===== src/rtl/pafb_pkg.sv =====
// Shared types, constants and codes for the partition allocator.
package pafb_pkg;

  localparam int unsigned MaxPartitions  = 16;
  localparam int unsigned SizeBits       = 16;
  localparam logic [15:0] MemSizeReset   = 16'd512;

  typedef enum logic [2:0] {
    ST_OK       = 3'd0,
    ST_NOSPACE  = 3'd1,
    ST_BADSIZE  = 3'd2,
    ST_BADINDEX = 3'd3,
    ST_FULL     = 3'd4
  } status_t;

  typedef enum logic {
    OP_ALLOC = 1'b0,
    OP_FREE  = 1'b1
  } opcode_t;

  typedef enum logic {
    CFG_FIT_POLICY  = 1'b0,
    CFG_MEMORY_SIZE = 1'b1
  } cfg_index_t;

  typedef enum logic [3:0] {
    S_IDLE,
    S_SCAN,
    S_PLACE,
    S_SHIFT_UP,
    S_SPLIT,
    S_FREE_LO,
    S_FREE_HI,
    S_SHIFT_DN,
    S_RESULT,
    S_OUT
  } state_t;

  typedef struct packed {
    logic        opcode;
    logic [15:0] request_size;
    logic [3:0]  partition_number;
  } in_item_t;

  typedef struct packed {
    logic [2:0]  status;
    logic [15:0] block_address;
    logic [15:0] block_size;
    logic [3:0]  block_number;
    logic [4:0]  partition_count;
  } out_item_t;

endpackage


===== src/rtl/pafb_ctrl.sv =====
// Sequencer that scans, splits and merges the partition table one entry a cycle.
module pafb_ctrl #(
  parameter int unsigned MAX_PARTITIONS = pafb_pkg::MaxPartitions,
  parameter int unsigned SIZE_BITS      = pafb_pkg::SizeBits
) (
  input  logic                clk,
  input  logic                rst_n,
  input  logic                cfg_we,
  input  logic                cfg_index,
  input  logic [15:0]         cfg_data,
  input  logic                in_valid,
  output logic                in_stall,
  input  pafb_pkg::in_item_t  in_data,
  output logic                out_valid,
  input  logic                out_stall,
  output pafb_pkg::out_item_t out_data
);
  import pafb_pkg::*;

  localparam int unsigned IW = (MAX_PARTITIONS > 1) ? $clog2(MAX_PARTITIONS) : 1;
  localparam int unsigned CW = $clog2(MAX_PARTITIONS + 1);

  logic [SIZE_BITS-1:0] start_r [MAX_PARTITIONS];
  logic [SIZE_BITS-1:0] size_r  [MAX_PARTITIONS];
  logic [MAX_PARTITIONS-1:0] busy_r;
  logic [CW-1:0]        count_r;
  logic                 policy_r;

  state_t               state_r, state_nxt;
  in_item_t             item_r;
  logic [CW-1:0]        idx_r, idx_nxt;
  logic [IW-1:0]        pick_r, pick_nxt;
  logic                 found_r, found_nxt;
  logic [IW-1:0]        k_r, k_nxt;
  logic [IW-1:0]        rm_r, rm_nxt;
  logic                 hi_pend_r, hi_pend_nxt;
  logic [2:0]           st_r, st_nxt;
  out_item_t            out_r;
  logic                 out_valid_r;

  logic [IW-1:0]        idx_i;
  logic [SIZE_BITS-1:0] req;
  logic                 fits;
  logic [SIZE_BITS:0]   merged;

  assign idx_i = idx_r[IW-1:0];
  assign req   = SIZE_BITS'(item_r.request_size);
  // shared compare unit: current entry against request and against best pick
  assign fits  = !busy_r[idx_i] && (size_r[idx_i] >= req) &&
                 (!found_r || (size_r[idx_i] < size_r[pick_r]));
  assign merged = {1'b0, size_r[rm_r - 1'b1]} + {1'b0, size_r[rm_r]};

  assign in_stall  = (state_r != S_IDLE);
  assign out_valid = out_valid_r;
  assign out_data  = out_r;

  always_comb begin
    state_nxt   = state_r;
    idx_nxt     = idx_r;
    pick_nxt    = pick_r;
    found_nxt   = found_r;
    k_nxt       = k_r;
    rm_nxt      = rm_r;
    hi_pend_nxt = hi_pend_r;
    st_nxt      = st_r;
    unique case (state_r)
      S_IDLE: begin
        if (in_valid) begin
          idx_nxt   = '0;
          found_nxt = 1'b0;
          pick_nxt  = '0;
          st_nxt    = ST_OK;
          k_nxt     = IW'(in_data.partition_number);
          if (in_data.opcode == OP_ALLOC) begin
            if (in_data.request_size == '0) begin
              st_nxt    = ST_BADSIZE;
              state_nxt = S_RESULT;
            end else begin
              state_nxt = S_SCAN;
            end
          end else if ({1'b0, in_data.partition_number} >= 5'(count_r) ||
                       32'(in_data.partition_number) >= MAX_PARTITIONS) begin
            st_nxt    = ST_BADINDEX;
            state_nxt = S_RESULT;
          end else begin
            state_nxt = S_FREE_LO;
          end
        end
      end
      S_SCAN: begin
        if (idx_r >= count_r || (found_r && !policy_r)) begin
          state_nxt = S_PLACE;
        end else begin
          if (fits) begin
            found_nxt = 1'b1;
            pick_nxt  = idx_i;
          end
          idx_nxt = idx_r + 1'b1;
        end
      end
      S_PLACE: begin
        idx_nxt = count_r;
        if (!found_r) begin
          st_nxt    = ST_NOSPACE;
          state_nxt = S_RESULT;
        end else if (size_r[pick_r] == req) begin
          state_nxt = S_RESULT;
        end else if (32'(count_r) >= MAX_PARTITIONS) begin
          st_nxt    = ST_FULL;
          state_nxt = S_RESULT;
        end else begin
          state_nxt = S_SHIFT_UP;
        end
      end
      S_SHIFT_UP: begin
        if (idx_r <= CW'(pick_r) + 1'b1) state_nxt = S_SPLIT;
        else idx_nxt = idx_r - 1'b1;
      end
      S_SPLIT: begin
        k_nxt     = pick_r;
        state_nxt = S_RESULT;
      end
      S_FREE_LO: begin
        hi_pend_nxt = 1'b1;
        if (k_r != '0 && !busy_r[k_r - 1'b1]) begin
          rm_nxt    = k_r;
          idx_nxt   = CW'(k_r);
          k_nxt     = k_r - 1'b1;
          state_nxt = S_SHIFT_DN;
        end else begin
          state_nxt = S_FREE_HI;
        end
      end
      S_FREE_HI: begin
        hi_pend_nxt = 1'b0;
        if (CW'(k_r) + 1'b1 < count_r && !busy_r[k_r + 1'b1]) begin
          rm_nxt    = k_r + 1'b1;
          idx_nxt   = CW'(k_r) + 1'b1;
          state_nxt = S_SHIFT_DN;
        end else begin
          state_nxt = S_RESULT;
        end
      end
      S_SHIFT_DN: begin
        if (idx_r + 1'b1 >= count_r) state_nxt = hi_pend_r ? S_FREE_HI : S_RESULT;
        else idx_nxt = idx_r + 1'b1;
      end
      S_RESULT: state_nxt = S_OUT;
      S_OUT: if (!out_valid_r) state_nxt = S_IDLE;
      default: state_nxt = S_IDLE;
    endcase
  end

  always_ff @(posedge clk) begin
    if (!rst_n) begin
      state_r     <= S_IDLE;
      policy_r    <= 1'b0;
      count_r     <= CW'(1);
      busy_r      <= '0;
      out_valid_r <= 1'b0;
      idx_r       <= '0;
      found_r     <= 1'b0;
      hi_pend_r   <= 1'b0;
      start_r[0]  <= '0;
      size_r[0]   <= SIZE_BITS'(MemSizeReset);
    end else begin
      state_r   <= state_nxt;
      idx_r     <= idx_nxt;
      pick_r    <= pick_nxt;
      found_r   <= found_nxt;
      k_r       <= k_nxt;
      rm_r      <= rm_nxt;
      hi_pend_r <= hi_pend_nxt;
      st_r      <= st_nxt;
      if (out_valid_r && !out_stall) out_valid_r <= 1'b0;
      if (state_r == S_IDLE && in_valid) item_r <= in_data;
      if (cfg_we) begin
        if (cfg_index == CFG_FIT_POLICY) begin
          policy_r <= cfg_data[0];
        end else begin
          start_r[0] <= '0;
          size_r[0]  <= SIZE_BITS'(cfg_data);
          busy_r     <= '0;
          count_r    <= CW'(1);
        end
      end
      unique case (state_r)
        S_PLACE: if (found_r && size_r[pick_r] == req) busy_r[pick_r] <= 1'b1;
        S_SHIFT_UP: begin
          // move entry idx-1 up one place
          if (idx_r > CW'(pick_r) + 1'b1) begin
            start_r[idx_i] <= start_r[idx_i - 1'b1];
            size_r[idx_i]  <= size_r[idx_i - 1'b1];
            busy_r[idx_i]  <= busy_r[idx_i - 1'b1];
          end
        end
        S_SPLIT: begin
          start_r[pick_r + 1'b1] <= start_r[pick_r] + req;
          size_r[pick_r + 1'b1]  <= size_r[pick_r] - req;
          busy_r[pick_r + 1'b1]  <= 1'b0;
          size_r[pick_r]         <= req;
          busy_r[pick_r]         <= 1'b1;
          count_r                <= count_r + 1'b1;
        end
        S_FREE_LO: busy_r[k_r] <= 1'b0;
        S_SHIFT_DN: begin
          if (idx_r == CW'(rm_r)) size_r[rm_r - 1'b1] <= merged[SIZE_BITS-1:0];
          if (idx_r + 1'b1 < count_r) begin
            start_r[idx_i] <= start_r[idx_i + 1'b1];
            size_r[idx_i]  <= size_r[idx_i + 1'b1];
            busy_r[idx_i]  <= busy_r[idx_i + 1'b1];
          end else begin
            count_r <= count_r - 1'b1;
          end
        end
        S_RESULT: begin
          out_valid_r           <= 1'b1;
          out_r.status          <= st_r;
          out_r.partition_count <= 5'(count_r);
          if (st_r == ST_OK) begin
            out_r.block_address <= 16'(start_r[k_r]);
            out_r.block_size    <= 16'(size_r[k_r]);
            out_r.block_number  <= 4'(k_r);
            if (item_r.opcode == OP_ALLOC) begin
              out_r.block_address <= 16'(start_r[pick_r]);
              out_r.block_size    <= 16'(req);
              out_r.block_number  <= 4'(pick_r);
            end
          end else begin
            out_r.block_address <= '0;
            out_r.block_size    <= '0;
            out_r.block_number  <= '0;
          end
        end
        default: ;
      endcase
    end
  end

`ifndef SYNTHESIS
  a_count_range: assert property (@(posedge clk) disable iff (!rst_n)
    count_r != '0 && 32'(count_r) <= MAX_PARTITIONS)
    else $error("partition count out of range");
  a_result_once: assert property (@(posedge clk) disable iff (!rst_n)
    state_r == S_RESULT |=> out_valid_r)
    else $error("result not presented");
  a_busy_idle: assert property (@(posedge clk) disable iff (!rst_n)
    state_r != S_IDLE |-> in_stall)
    else $error("input taken while busy");
  a_split_grow: assert property (@(posedge clk) disable iff (!rst_n)
    state_r == S_SPLIT && !cfg_we |=> count_r == $past(count_r) + 1'b1)
    else $error("split did not grow table");
`endif
endmodule


===== src/rtl/partition_allocator_first_best_fit_top.sv =====
// Top level of the first-fit / best-fit partition allocator.
// channel | dir | handshake          | payload
// in      | in  | in_valid/in_stall  | in_data (opcode, request_size, partition_number)
// out     | out | out_valid/out_stall| out_data (status, address, size, number, count)
// cfg     | in  | cfg_we             | cfg_index, cfg_data
// An allocation scans one entry a cycle through the shared compare unit, then shifts
// the table up one entry a cycle; a free shifts the table down to merge free neighbours.
// Reset is synchronous; the table holds one free partition of 512 units.
// After acceptance in_stall stays high until the sequencer is idle again, once out_valid has dropped.
module partition_allocator_first_best_fit_top #(
  parameter int unsigned MAX_PARTITIONS = pafb_pkg::MaxPartitions,
  parameter int unsigned SIZE_BITS      = pafb_pkg::SizeBits
) (
  input  logic                clk,
  input  logic                rst_n,
  input  logic                cfg_we,
  input  logic                cfg_index,
  input  logic [15:0]         cfg_data,
  input  logic                in_valid,
  output logic                in_stall,
  input  pafb_pkg::in_item_t  in_data,
  output logic                out_valid,
  input  logic                out_stall,
  output pafb_pkg::out_item_t out_data
);
  import pafb_pkg::*;

  pafb_ctrl #(.MAX_PARTITIONS(MAX_PARTITIONS), .SIZE_BITS(SIZE_BITS)) u_ctrl (
    .clk, .rst_n, .cfg_we, .cfg_index, .cfg_data,
    .in_valid, .in_stall, .in_data, .out_valid, .out_stall, .out_data
  );
endmodule

===== config.mk =====
export PLATFORM = sky130hd
export DESIGN_NAME = partition_allocator_first_best_fit_top
export DESIGN_NICKNAME = d
export VERILOG_FILES = /design/src/rtl/pafb_pkg.sv /design/src/rtl/pafb_ctrl.sv /design/src/rtl/partition_allocator_first_best_fit_top.sv
export SDC_FILE = /design/constraint.sdc
export NUM_CORES = 2
export LEC_CHECK = 0
export BUFFER_PORTS_ARGS = -buffer_cell sky130_fd_sc_hd__buf_2
export CORE_MARGIN = 4
export CORE_UTILIZATION = 40
export CTS_CLUSTER_SIZE = 24
export DETAILED_ROUTE_END_ITERATION = 12
export GPL_TIMING_DRIVEN = 0
export HOLD_SLACK_MARGIN = 0.12
export PLACE_DENSITY = 0.6
export SYNTH_ARGS = -nofsm -noshare
export SYNTH_HDL_FRONTEND = slang
export SYNTH_SLANG_ARGS = --single-unit
export TNS_END_PERCENT = 5

===== constraint.sdc =====
create_clock -name clk -period 6.4 [get_ports clk]
set_clock_uncertainty 0.15 [all_clocks]
set_input_delay 0.32 -clock clk [delete_from_list [all_inputs] [get_ports clk]]
set_output_delay 0.32 -clock clk [all_outputs]
set_load 0.02 [all_outputs]

==> flow_summary_export.csv <==
group,metric,value,unit
run_status,status,"complete, but fails checks",
run_status,violations,"max-capacitance violations, max-slew violations, negative setup slack",
flow_run,cap_violations,14,
clock_network,cts.sinks,638,
global_route,grt_util_met3,0.211,
worst_setup_path,reg2reg_slack,-200,ps
sta,rsz0062_at_grt,"true",
global_route,use_met2,0.504,
worst_hold_path,hold_depth,2,
logic_synthesis,synth_top_family_by_area,"multiplexers",
placed_design,pre_cts_slack,-2170,ps
sta,slew_violations,153,
global_route,busiest_layer,"met2",
logic_synthesis,syn_nets,3773,
worst_setup_path,startpoint_type,"flip-flop",
sta,relSlewSlack,-0.105,
worst_setup_path,crit_chain,"buf_2 -> clkbuf_2 -> buf_2 -> mux4_2 -> mux4_2 -> ha_1 -> clkbuf_1 -> and3_1 -> nand3_1 -> nor4_2 -> nand2_1 -> nor2_1 -> o22ai_1 -> a221oi_1",
floorplan,fp.dieW,371,um
floorplan,core.rowCount,132,
route,avgRoutedWirePerCell,45.8,um
power,ir_drop,0.328,mV
global_route,grt_pass1_wl,348000,um
placed_design,dp_hpwl,182000,um
worst_setup_path,cp.required,6840,ps
global_route,grt_pass1_vias,41445,
worst_setup_path,cpMaxStageDelayCell,"nor4_2",
sta,fmax,152,MHz
clock_network,cts-root-buf,"clkbuf_16",
logic_synthesis,syn_area,52700,um2
logic_synthesis,synthArstFlopShare,0,
sta,setup_tns,-961,ps
floorplan,io_pins,89,
cells_and_area,syn2layout_area_growth,13.8,%
clock_network,clk_latency,770,ps
cells_and_area,drive_above_1_share,0.379,
logic_synthesis,synthMuxAreaShare,0.439,
worst_setup_path,critPathMaxFanout,19,
logic_synthesis,avgSynthCellArea,14.6,um2
clock_network,numCtsBuffers,78,
cells_and_area,fillers,11510,
worst_setup_path,r2r-end,"u_ctrl.busy_r[15]",
logic_synthesis,yosys_warnings,0,
route,first_pass_iters,7,
sta,worst_pin_slew,1660,ps
sta,setup_viol,18,
logic_synthesis,ys_types,105,
placed_design,portBuffers,87,
power,p_leak,0.0199,uW
floorplan,fp.dieH,371,um
sta,min_period,6600,ps
power,totalPowerFinal,29100,uW
worst_setup_path,end_kind,"flip-flop",
global_route,grt_use_total,0.371,
worst_hold_path,whs_endpoint,"u_ctrl.req[13]",
route,via_count,44281,
logic_synthesis,synth_top_cell_by_area,"mux4_2",
route,wl,259000,um
logic_synthesis,synth.area.top_cells,"mux4_2, edfxtp_1, mux2i_1",
cells_and_area,final_cell_mix,"mux4_2, edfxtp_1, mux2i_1, buf_2, nand2_1",
floorplan,dieArea,138000,um2
route,drt.antenna.violating_nets,0,
global_route,met1_usage,0.451,
logic_synthesis,synth.top_cell.area_share,0.364,
logic_synthesis,synth_fa_ha_area_frac,0.0287,
clock_network,cts_tree,"yes",
logic_synthesis,ys_ff_latch,638,
cells_and_area,nNetsFinal,4015,
logic_synthesis,ys_seq_area_frac,0.354,
logic_synthesis,synthCells,3611,
sta,setup_ws,-196,ps
sta,hold_viol,0,
global_route,antenna_found_initial,10,
worst_hold_path,min_from,"in_data[17]",
worst_setup_path,max_stage_delay,680,ps
logic_synthesis,synth_compound_gate_area_share,0.0710,
floorplan,start_util,0.405,
global_route,grt_max_degree,29,
logic_synthesis,synthFlopType,"edfxtp_1",
route,drt_iter0_markers,8073,
worst_setup_path,worstSetupPathType,"flip-flop to flip-flop",
clock_network,clk_pin_slew,60,ps
route,vias_per_cell,7.82,
worst_hold_path,worstHoldPathType,"input pin to flip-flop",
floorplan,core-area,130000,um2
sta,fin_crit_sh,1.03,
power,power_density,486,nW/um2
clock_network,cts_max_path_buffers,3,
clock_network,cts_max_level,3,
worst_setup_path,cp.arrival,7040,ps
global_route,gr-total-overflow,0,
worst_setup_path,reg2regPathDepth,14,
logic_synthesis,synth_xor_xnor_area_share,0.00979,
sta,holdWs,168,ps
route,drt_drc_violations_left,0,
placed_design,place_congestion,1.06,
logic_synthesis,synth-edff-count,588,
logic_synthesis,yosys.area_share.simple,0.0555,
cells_and_area,layout_commonest_cell,"mux4_2",
[logic make-up (layout without fill, tap and decap cells)]
group,after synthesis,count (layout)
muxes,1207,1207
DFF,638,638
and+or+nand+nor,598,598
AOI/OAI and AO/OA,550,550
buffers and inverters,447,752
adders and majority gates,119,119
xor gates and xnor gates,52,52
other,0,8
[where the power goes]
part           internal (uW)  leakage [uW]  switching, uW  total [uW]
Combinational           6930        0.0128          10900       17800
Sequential              6160       0.00576            256        6420
Clock                   2750       0.00131           2120        4870
Total                  15800        0.0199          13300       29100
[sequential cells by signal, indices dropped and copies added, names as in the netlist, named ones only]
| register | flops |
|---|---|
| u_ctrl.busy_r | 16 |
| u_ctrl.count_r | 5 |
| u_ctrl.found_r | 1 |
| u_ctrl.hi_pend_r | 1 |
| u_ctrl.idx_r | 5 |
| u_ctrl.item_r | 1 |
| u_ctrl.k_r | 4 |
| u_ctrl.out_data | 44 |
| u_ctrl.out_valid | 1 |
| u_ctrl.pick_r | 4 |
| u_ctrl.policy_r | 1 |
| u_ctrl.req | 16 |
| u_ctrl.rm_r | 4 |
| u_ctrl.size_r | 256 |
| u_ctrl.st_r | 3 |
| u_ctrl.start_r | 256 |
| u_ctrl.state_r | 4 |
[cells in the mapped netlist, types with 8 or more instances]
master / number
a21oi_1: 131
mux2_2: 46
mux4_1: 21
xnor2_1: 34
buf_6: 19
o21ai_1: 9
a211oi_1: 64
inv_1: 85
nor2b_1: 38
a21o_1: 27
nand3_1: 55
and3_1: 20
a221oi_1: 16
buf_2: 81
clkbuf_1: 141
buf_1: 66
nand4_1: 14
dfxtp_1: 50
and2_1: 20
nand2_1: 175
nor3_1: 35
o21a_1: 20
o211ai_1: 16
buf_4: 46
ha_1: 116
a31oi_1: 42
nor2_1: 152
a22oi_1: 8
edfxtp_1: 588
mux2i_1: 285
o31ai_1: 8
o21ai_0: 83
nor4_1: 16
o22ai_1: 20
xor2_1: 13
mux4_2: 852
o31a_1: 9
or3_1: 11
a311oi_1: 8
nand2b_1: 19
[critical path: cells and delay by family (launching register included)]
kind / cells / cell delay (ps)
muxes: 2 / 990
and+or+nand+nor: 5 / 2160
DFF: 1 / 300
buffers and inverters: 4 / 1980
adders and majority gates: 1 / 310
AOI/OAI and AO/OA: 2 / 500
[through the flow]
step	instances	utilization	cell area, um2
floorplan	3611	-	52700
global placement	5440	0.425	55300
detailed placement	5463	0.432	56300
CTS	5658	0.459	59800
global route	5658	0.460	59900
finish	5666	0.461	59900
[routing by layer]
| layer | share of wire | wire [um] |
|---|---|---|
| met1 | 0.33 | 86100 |
| met2 | 0.40 | 104000 |
| met3 | 0.18 | 47400 |
| met4 | 0.086 | 22200 |
| met5 | 0.00058 | 150 |
[how the worst max path moves through the flow]
stage                                 end             from  slack (ps)
floorplan            u_ctrl.size_r[0][14]   u_ctrl.rm_r[0]         750
global placement     u_ctrl.size_r[11][7]  u_ctrl.idx_r[1]       -4370
detailed placement   u_ctrl.size_r[0][14]   u_ctrl.rm_r[0]       -2170
CTS                  u_ctrl.size_r[6][14]   u_ctrl.rm_r[0]           8
global route        u_ctrl.start_r[0][14]  u_ctrl.idx_r[0]         -60
finish                  u_ctrl.busy_r[15]        flip-flop        -200
[timing repair]
action                                 4_1_cts  5_1_grt
hold buffers                                43        0
setup buffers                               10        1
gates resized for setup                     67       33
endpoints found under the hold margin       59        0
setup endpoints to repair                  932      388
pin swaps                                    6        3
[layout make-up]
cell class                      count  area (um2)  area share
Timing Repair Buffer              165        1640      0.0274
Sequential cell                   638       18700       0.311
Tap cell                         1742        2180      0.0364
Antenna cell                        8        20.0    0.000334
Clock buffer                       87        2080      0.0347
Inverter                           88         335     0.00559
Clock inverter                     56         671      0.0112
Buffer                            356        1980      0.0330
Multi-Input combinational cell   2526       32400       0.540
Note: power is estimated with default switching activity, not from simulation.
